--- src/sv/ppu_pkg.sv ---
// Shared types, constants and codes for the particle pool update block.
package ppu_pkg;

  localparam int POOL_DEPTH_DEF = 64;
  localparam int PADDR_W        = 3;
  localparam int PDATA_W        = 32;
  localparam int GRAV_W         = 24;

  localparam logic [PADDR_W-1:0] ADDR_GRAVITY  = 3'd0;
  localparam logic [GRAV_W-1:0]  GRAVITY_RESET = 24'd786432;

  localparam logic [16:0] RATIO_ONE  = 17'd65536;
  localparam logic [16:0] SIZE_BASE  = 17'd64225;
  localparam logic [10:0] SIZE_SLOPE = 11'd1311;
  localparam logic [7:0]  ALPHA_MAX  = 8'd255;
  localparam logic [15:0] HALF_LSB   = 16'd32768;

  typedef enum logic [1:0] {
    OP_SPAWN = 2'd0,
    OP_TICK  = 2'd1,
    OP_LIST  = 2'd2
  } op_t;

  typedef enum logic [3:0] {
    S_IDLE,
    S_SPAWN,
    S_RESP,
    S_GRAV,
    S_RD,
    S_LD,
    S_MUL,
    S_POS,
    S_DIV,
    S_FAC,
    S_WR,
    S_TDONE,
    S_LRD,
    S_LOUT
  } state_t;

  typedef struct packed {
    logic [1:0]         operation;
    logic signed [31:0] spawn_pos_x;
    logic signed [31:0] spawn_pos_y;
    logic signed [31:0] spawn_pos_z;
    logic signed [23:0] spawn_vel_x;
    logic signed [23:0] spawn_vel_y;
    logic signed [23:0] spawn_vel_z;
    logic [31:0]        spawn_rgba;
    logic [15:0]        spawn_life;
    logic [15:0]        spawn_size;
    logic [15:0]        time_step;
  } request_t;

  typedef struct packed {
    logic signed [31:0] out_pos_x;
    logic signed [31:0] out_pos_y;
    logic signed [31:0] out_pos_z;
    logic [31:0]        out_rgba;
    logic [15:0]        out_size;
    logic               has_particle;
    logic [6:0]         live_count;
    logic               spawn_dropped;
    logic               last_result;
  } result_t;

  typedef struct packed {
    logic signed [31:0] pos_x;
    logic signed [31:0] pos_y;
    logic signed [31:0] pos_z;
    logic signed [23:0] vel_x;
    logic signed [23:0] vel_y;
    logic signed [23:0] vel_z;
    logic [31:0]        rgba;
    logic [15:0]        life;
    logic [15:0]        init_life;
    logic [15:0]        size;
  } entry_t;

  typedef struct packed {
    logic busy;
    logic valid;
  } div_stat_t;

endpackage

--- src/sv/ppu_div.sv ---
// Iterative life ratio divider: (life << 16) / init_life, clamped to 1.0; zero for a zero init_life.
module ppu_div (
  input  logic               clk,
  input  logic               rst,
  input  logic               start,
  input  logic [15:0]        life,
  input  logic [15:0]        init_life,
  output ppu_pkg::div_stat_t stat,
  output logic [16:0]        ratio
);

  logic [15:0] rem;
  logic [15:0] quo;
  logic [15:0] divisor;
  logic [3:0]  cnt;
  logic [16:0] rem_sh;
  logic        fits;
  logic [15:0] quo_next;
  logic        quick;

  always_comb begin
    rem_sh   = {rem, 1'b0};
    fits     = (rem_sh >= {1'b0, divisor});
    quo_next = {quo[14:0], fits};
    // zero divisor or a ratio of at least one needs no iterations
    quick    = (init_life == 16'd0) || (life >= init_life);
  end

  always_ff @(posedge clk) begin
    if (rst) begin
      stat <= '0;
    end else if (start) begin
      stat <= '{busy: !quick, valid: quick};
      if (init_life == 16'd0) begin
        ratio <= '0;
      end else if (life >= init_life) begin
        ratio <= ppu_pkg::RATIO_ONE;
      end else begin
        rem     <= life;
        quo     <= '0;
        divisor <= init_life;
        cnt     <= '0;
      end
    end else if (stat.busy) begin
      // one quotient bit a cycle
      rem <= fits ? 16'(rem_sh - {1'b0, divisor}) : rem_sh[15:0];
      quo <= quo_next;
      cnt <= cnt + 4'd1;
      if (cnt == 4'd15) begin
        stat  <= '{busy: 1'b0, valid: 1'b1};
        ratio <= {1'b0, quo_next};
      end
    end
  end

endmodule

--- config.mk ---
export PLATFORM = sky130hd
export DESIGN_NAME = ppu_div
export DESIGN_NICKNAME = d
export VERILOG_FILES = /design/src/sv/ppu_pkg.sv /design/src/sv/ppu_div.sv
export SDC_FILE = /design/constraint.sdc
export NUM_CORES = 1
export LEC_CHECK = 0
export BUFFER_PORTS_ARGS = -buffer_cell sky130_fd_sc_hd__buf_2
export CAP_MARGIN = 20
export CORE_MARGIN = 5
export CORE_UTILIZATION = 32
export DETAILED_ROUTE_END_ITERATION = 16
export REMOVE_ABC_BUFFERS = 1
export SLEW_MARGIN = 0
export SYNTH_ARGS = -nofsm -noshare
export SYNTH_HDL_FRONTEND = slang
export SYNTH_SLANG_ARGS = --single-unit
export TNS_END_PERCENT = 1
--- constraint.sdc ---
create_clock -name clk -period 4.1 [get_ports clk]
set_input_delay 0.82 -clock clk [delete_from_list [all_inputs] [get_ports clk]]
set_output_delay 0.82 -clock clk [all_outputs]
set_load 0.02 [all_outputs]
# Word level (Yosys, flattened, before mapping)
# Cells that the tools add are included.
# op_classes
n_addsub,2
order_cmp,2
n_eq_ne,4
n_mux,21
bitwise_logic,3
n_reduce_logical,9
# ops
cell,n
$mux W17,5
$mux W16,5
$mux W15,4
$ge A17 B16 Y1,1
$ge A16 B16 Y1,1
$logic_not A16 Y1,1
$mux W4,4
$sub A16 B16 Y16,1
$reduce_and A4 Y1,3
$mux W2,3
$add A4 B1 Y4 const B,1
$eq A4 B4 Y1 const B,1
$ne A2 B2 Y1 const B,2
$reduce_bool A2 Y1,2
$ne A3 B1 Y1 const B,1
$not A1 Y1,3
$reduce_and A2 Y1,1
$logic_not A1 Y1,1
$logic_or A1 B1 Y1,1
# totals
regBits,70
in_bits,35
output_inout_bits,19
elab_cells,48

# Logic depth before layout (Yosys ltp)
# depth
word_depth,4
ltp_mapped,10
mapped_depth_nobuf,10

# Worst setup path before layout
# OpenSTA, ideal clock, no wires.
# synth_timing
kind,input-to-reg
start,input life[0]
end,register cnt[0] (enable)
setup_ns,0.439
arrival_time_ns,3.710
required_ns,3.661
setup_slack_ns,-0.049
stages,9
path_buffers,0
path_cell_list,inv_1 -> ha_1 -> nand2b_1 -> a21o_1 -> a21o_1 -> a21oi_1 -> o211ai_1 -> a21o_1 -> a21oi_1
# synth_between
elab_chain_cells,3
# synth_lines
element,line_no,text
from (decl),ppu_div.sv:6,"input logic [15:0] life,"
$ge A16 B16 Y1,ppu_div.sv:36,end else if (life >= init_life) begin
$ne A2 B2 Y1 (no source line),n/a,
$reduce_and A4 Y1 (no source line),n/a,
to (signal assigned),ppu_div.sv:48,cnt <= cnt + 4'd1;
to (decl),ppu_div.sv:15,logic [3:0] cnt;
# No other way between the ends.
# A chain may end at the register's enable or synchronous reset.

# Worst setup path in the final report
# layout_timing
start,register rem[5]
end,register rem[1] (data pin)
# layout_between
elab_chain_cells,4
# layout_lines
element,line_no,text
from (decl),ppu_div.sv:12,logic [15:0] rem;
from (signal assigned),ppu_div.sv:39,rem <= life;
from (signal assigned),ppu_div.sv:46,"rem <= fits ? 16'(rem_sh - {1'b0, divisor}) : rem_sh[15:0];"
$ge A17 B16 Y1,ppu_div.sv:23,"fits = (rem_sh >= {1'b0, divisor});"
$mux W16,ppu_div.sv:46,
$mux W16,ppu_div.sv:44,end else if (stat.busy) begin
$mux W16,ppu_div.sv:32,end else if (start) begin
# No other way between the ends. The select of a mux whose other input is x is not followed.

==> summary.md <==
| Metric | Value |
|---|---|
| Synth Instances | 325 |
| Skew final | 10.5 ps |
| Die Width | 120 um |
| H-tree depth | 3 |
| Filler cells | 1148 |
| Slowest cell on the critical path | nor4_4 |
| Asr flop ratio synth | 0 |
| Cell Pwr Density | 429 nW/um^2 |
| Final antenna-violating net count | 0 |
| Mapped Area | 3850 um^2 |
| NetSw | 0.000527 W |
| Top Family by Delay on Critical Path | compound AO/OA/AOI/OAI gates |
| Area Overhead vs Synth | 20.7% |
| R2R setup slack | 1100 ps |
| Fin crit period | 3000 ps |
| Critical Path RT | 4190 ps |
| Die height | 120 um |
| Largest cells by area after synthesis | edfxtp_1, ha_1, inv_1 |
| Worst slew pin tran | 617 ps |
| Vias in the first global route | 2772 |
| Max Slew Vio Count | 0 |
| Routed length per placed instance | 16.1 um |
| Critical path launch point type | flip-flop |
| HPWL after DPL | 6.63 mm |
| Critical path type | flip-flop to flip-flop |
| Primary FF master, synth | edfxtp_1 |
| Crit-path max FO | 11 |
| Total GRT Usage | 0.128 |
| # rows | 40 |
| Post-DR vias/cell | 4.92 |
| Clock-pin slew on the worst setup and hold paths | 60 ps |
| GP Congestion | 0.836 |
| CP cell instances | ha_1 > a21o_1 > a21o_1 > a21boi_2 > a21oi_2 > nor4_4 > buf_4 > mux2i_1 > mux2_2 |
| Slowest stage delay, CP | 480 ps |
| Worst slack at placement | 878 ps |
| Leakage power figure | 1.96 nW |
| Endpoints failing setup | 0 |
| Clock share of power | 0.392 |
| Register Area | 2080 um^2 |
| Number of buffers created by CTS | 9 |
| Post-Layout Cell Count | 541 |
| Final Hold Vio Count | 0 |
| Reg2reg path depth | 9 |
| YS warnings | 0 |
| #FFs+latches synth | 70 |
| First-pass DRT Iterations | 4 |
| Unrepaired setup endpoints after global routing | false |
| Gr ovfl total | 0 |
| MaxCap Viol Count | 0 |
| Syn Area/Cell | 11.8 um^2 |
| Deepest clock path buffer count | 2 |
| # resized after CTS | 0 |
| Total Power | 0.00199 W |
| Routed via count | 2662 |
| Worst hold path cell count | 1 |
| Buffers & Inverters on Critical Path | 1 |
| Slew HR | 0.585 |
| Initial core utilization | 0.323 |
| Dominant cell type by area after synthesis | edfxtp_1 |
| Hold-fix buffer count after cts | 0 |
| Initial antenna violation count | 0 |
| Inst Count DP | 525 |
| Post-route setup slack | 1100 ps |
| Critical hold path startpoint | quo[14] |
| Crit. End Element | flip-flop |
| Area occupied by multi-input gates | 1620 um^2 |
| # DRC | 0 |
| Util after Layout | 0.390 |
| Drt total wl | 8.71 mm |
| Core area | 11900 um^2 |
| TritonCTS clock tree | built |
| Gate power share | 0.177 |
| Peak VDD IR | 0.000202 V |
| Synth cell types | 52 |
| RR Startpoint | rem[5] |
| Register area share after synthesis | 0.541 |
| RR Endpoint | rem[1] |
| Ratio of cells with drive above 1 in the final layout | 0.213 |
| Full die area | 14300 um^2 |
| First-pass GRT wire length | 14.2 mm |
| IO Pins | 54 |
| CP arrival | 3090 ps |
| Worst-Skew Late Latency | 340 ps |
| Status | finished, final reports clean |
| Sw Ratio | 0.264 |
| Post-route clock period utilization | 0.732 |
| Num Clock Sinks | 70 |
| Top cell type's share of synthesized area | 0.530 |
| Initial drt markers | 117 |
| Most frequent CP cell | a21o_1 |
| Hold crit path type | flip-flop to flip-flop |
| Min-Delay Endpoint | ratio[15] |
| Root buf cell | clkbuf_16 |
| Fin nets | 458 |
| Number of diodes | 0 |
| Internal | 0.00147 W |
| Largest net degree at the start of global routing | 30 |
| Sequential fraction of design power | 0.431 |
| Number of synthesized flops with an enable pin | 68 |
| Min Hold Slack | 545 ps |
| Post-CTS setup buffers | 0 |
| Fmax | 333 MHz |
| IO Port Bufs | 53 |
==> metrics by stage <==
stage	TNS [ps]	instance area, um^2
finish	0	4650
detailed placement	0	4350
CTS	0	4650
global route	0	4650
global placement	0	4350
floorplan	-1730	3820
==> cell usage in the layout, fill, tap and decap left out, drive strengths merged, types with 3 or more instances in the layout <==
cell type / n
nand4: 4
clkbuf: 10
nor2b: 18
a21oi: 23
mux2i: 9
clkinvlp: 3
nand2b: 4
a221o: 3
edfxtp: 68
nor4: 5
inv: 38
ha: 33
xor2: 7
and2: 3
nand2: 14
buf: 59
a31oi: 4
o21ai: 10
xnor2: 7
and3: 5
a21o: 13
nor2: 18
==> state kept, by name, indices dropped and copies added, names as in the netlist <==
register and count:
stat 2, cnt 4, rem 16, quo 15, ratio 17, divisor 16
==> how the worst max path moves through the flow <==
stage	start	to	slack (ps)	cells past startpoint
global placement	life[0]	quo[14]	920	11
global route	rem[1]	rem[1]	840	9
finish	rem[5]	rem[1]	1100	9
detailed placement	life[0]	quo[8]	880	11
CTS	rem[5]	rem[1]	1100	9
floorplan	life[0]	cnt[0]	-50	9
==> power groups by stage <==
| stage | registers (W) | clock network, W | logic [W] |
|---|---|---|---|
| after detailed placement | 0.000876 | 0 | 0.000355 |
| final | 0.000861 | 0.000781 | 0.000353 |
| after global routing | 0.000865 | 0.000831 | 0.000396 |
| after floorplan | 0.000884 | 0 | 0.000233 |
| after global placement | 0.000875 | 0 | 0.000348 |
| after CTS | 0.000861 | 0.000792 | 0.000356 |
==> synth_stat cells, types with 3 or more instances <==
cell      number
ha_1          33
xnor2_1        7
xor2_1         7
nand2b_1       4
nor2_1        18
nand2_1       14
a21oi_1       21
a31oi_1        4
o21ai_0        8
and3_1         5
nor4_1         4
a221o_1        3
nand4_1        4
mux2i_1        9
nor2b_1       18
inv_1         36
a21o_1        13
edfxtp_1      68
clkbuf_1       4
and2_1         3
==> final cells by class <==
type	count	area share
clock inverters	6	0.0151
repair buffers	59	0.0695
well taps	147	0.0396
inverters	37	0.0299
multi-input cells	212	0.349
clock buffers	10	0.0493
flip-flops and latches	70	0.448
==> logic make-up (layout without fill, tap and decap cells) <==
family | Yosys count | in the layout | share of synthesized area
DFF | 70 | 70 | 0.541
AOI/OAI and AO/OA | 72 | 72 | 0.128
xor gates and xnor gates | 14 | 14 | 0.0318
adders and majority gates | 34 | 34 | 0.112
and+or+nand+nor | 82 | 82 | 0.118
muxes | 10 | 10 | 0.0263
buffers and inverters | 43 | 112 | 0.0429
==> layer usage <==
layer	up-vias	track usage	share of wire
met5	-	0	0
met4	0	0.0616	0.021
met3	11	0.0254	0.027
met2	43	0.221	0.51
met1	1283	0.151	0.44
li1	1325	-	-
Note: power is estimated with default switching activity, not from simulation.
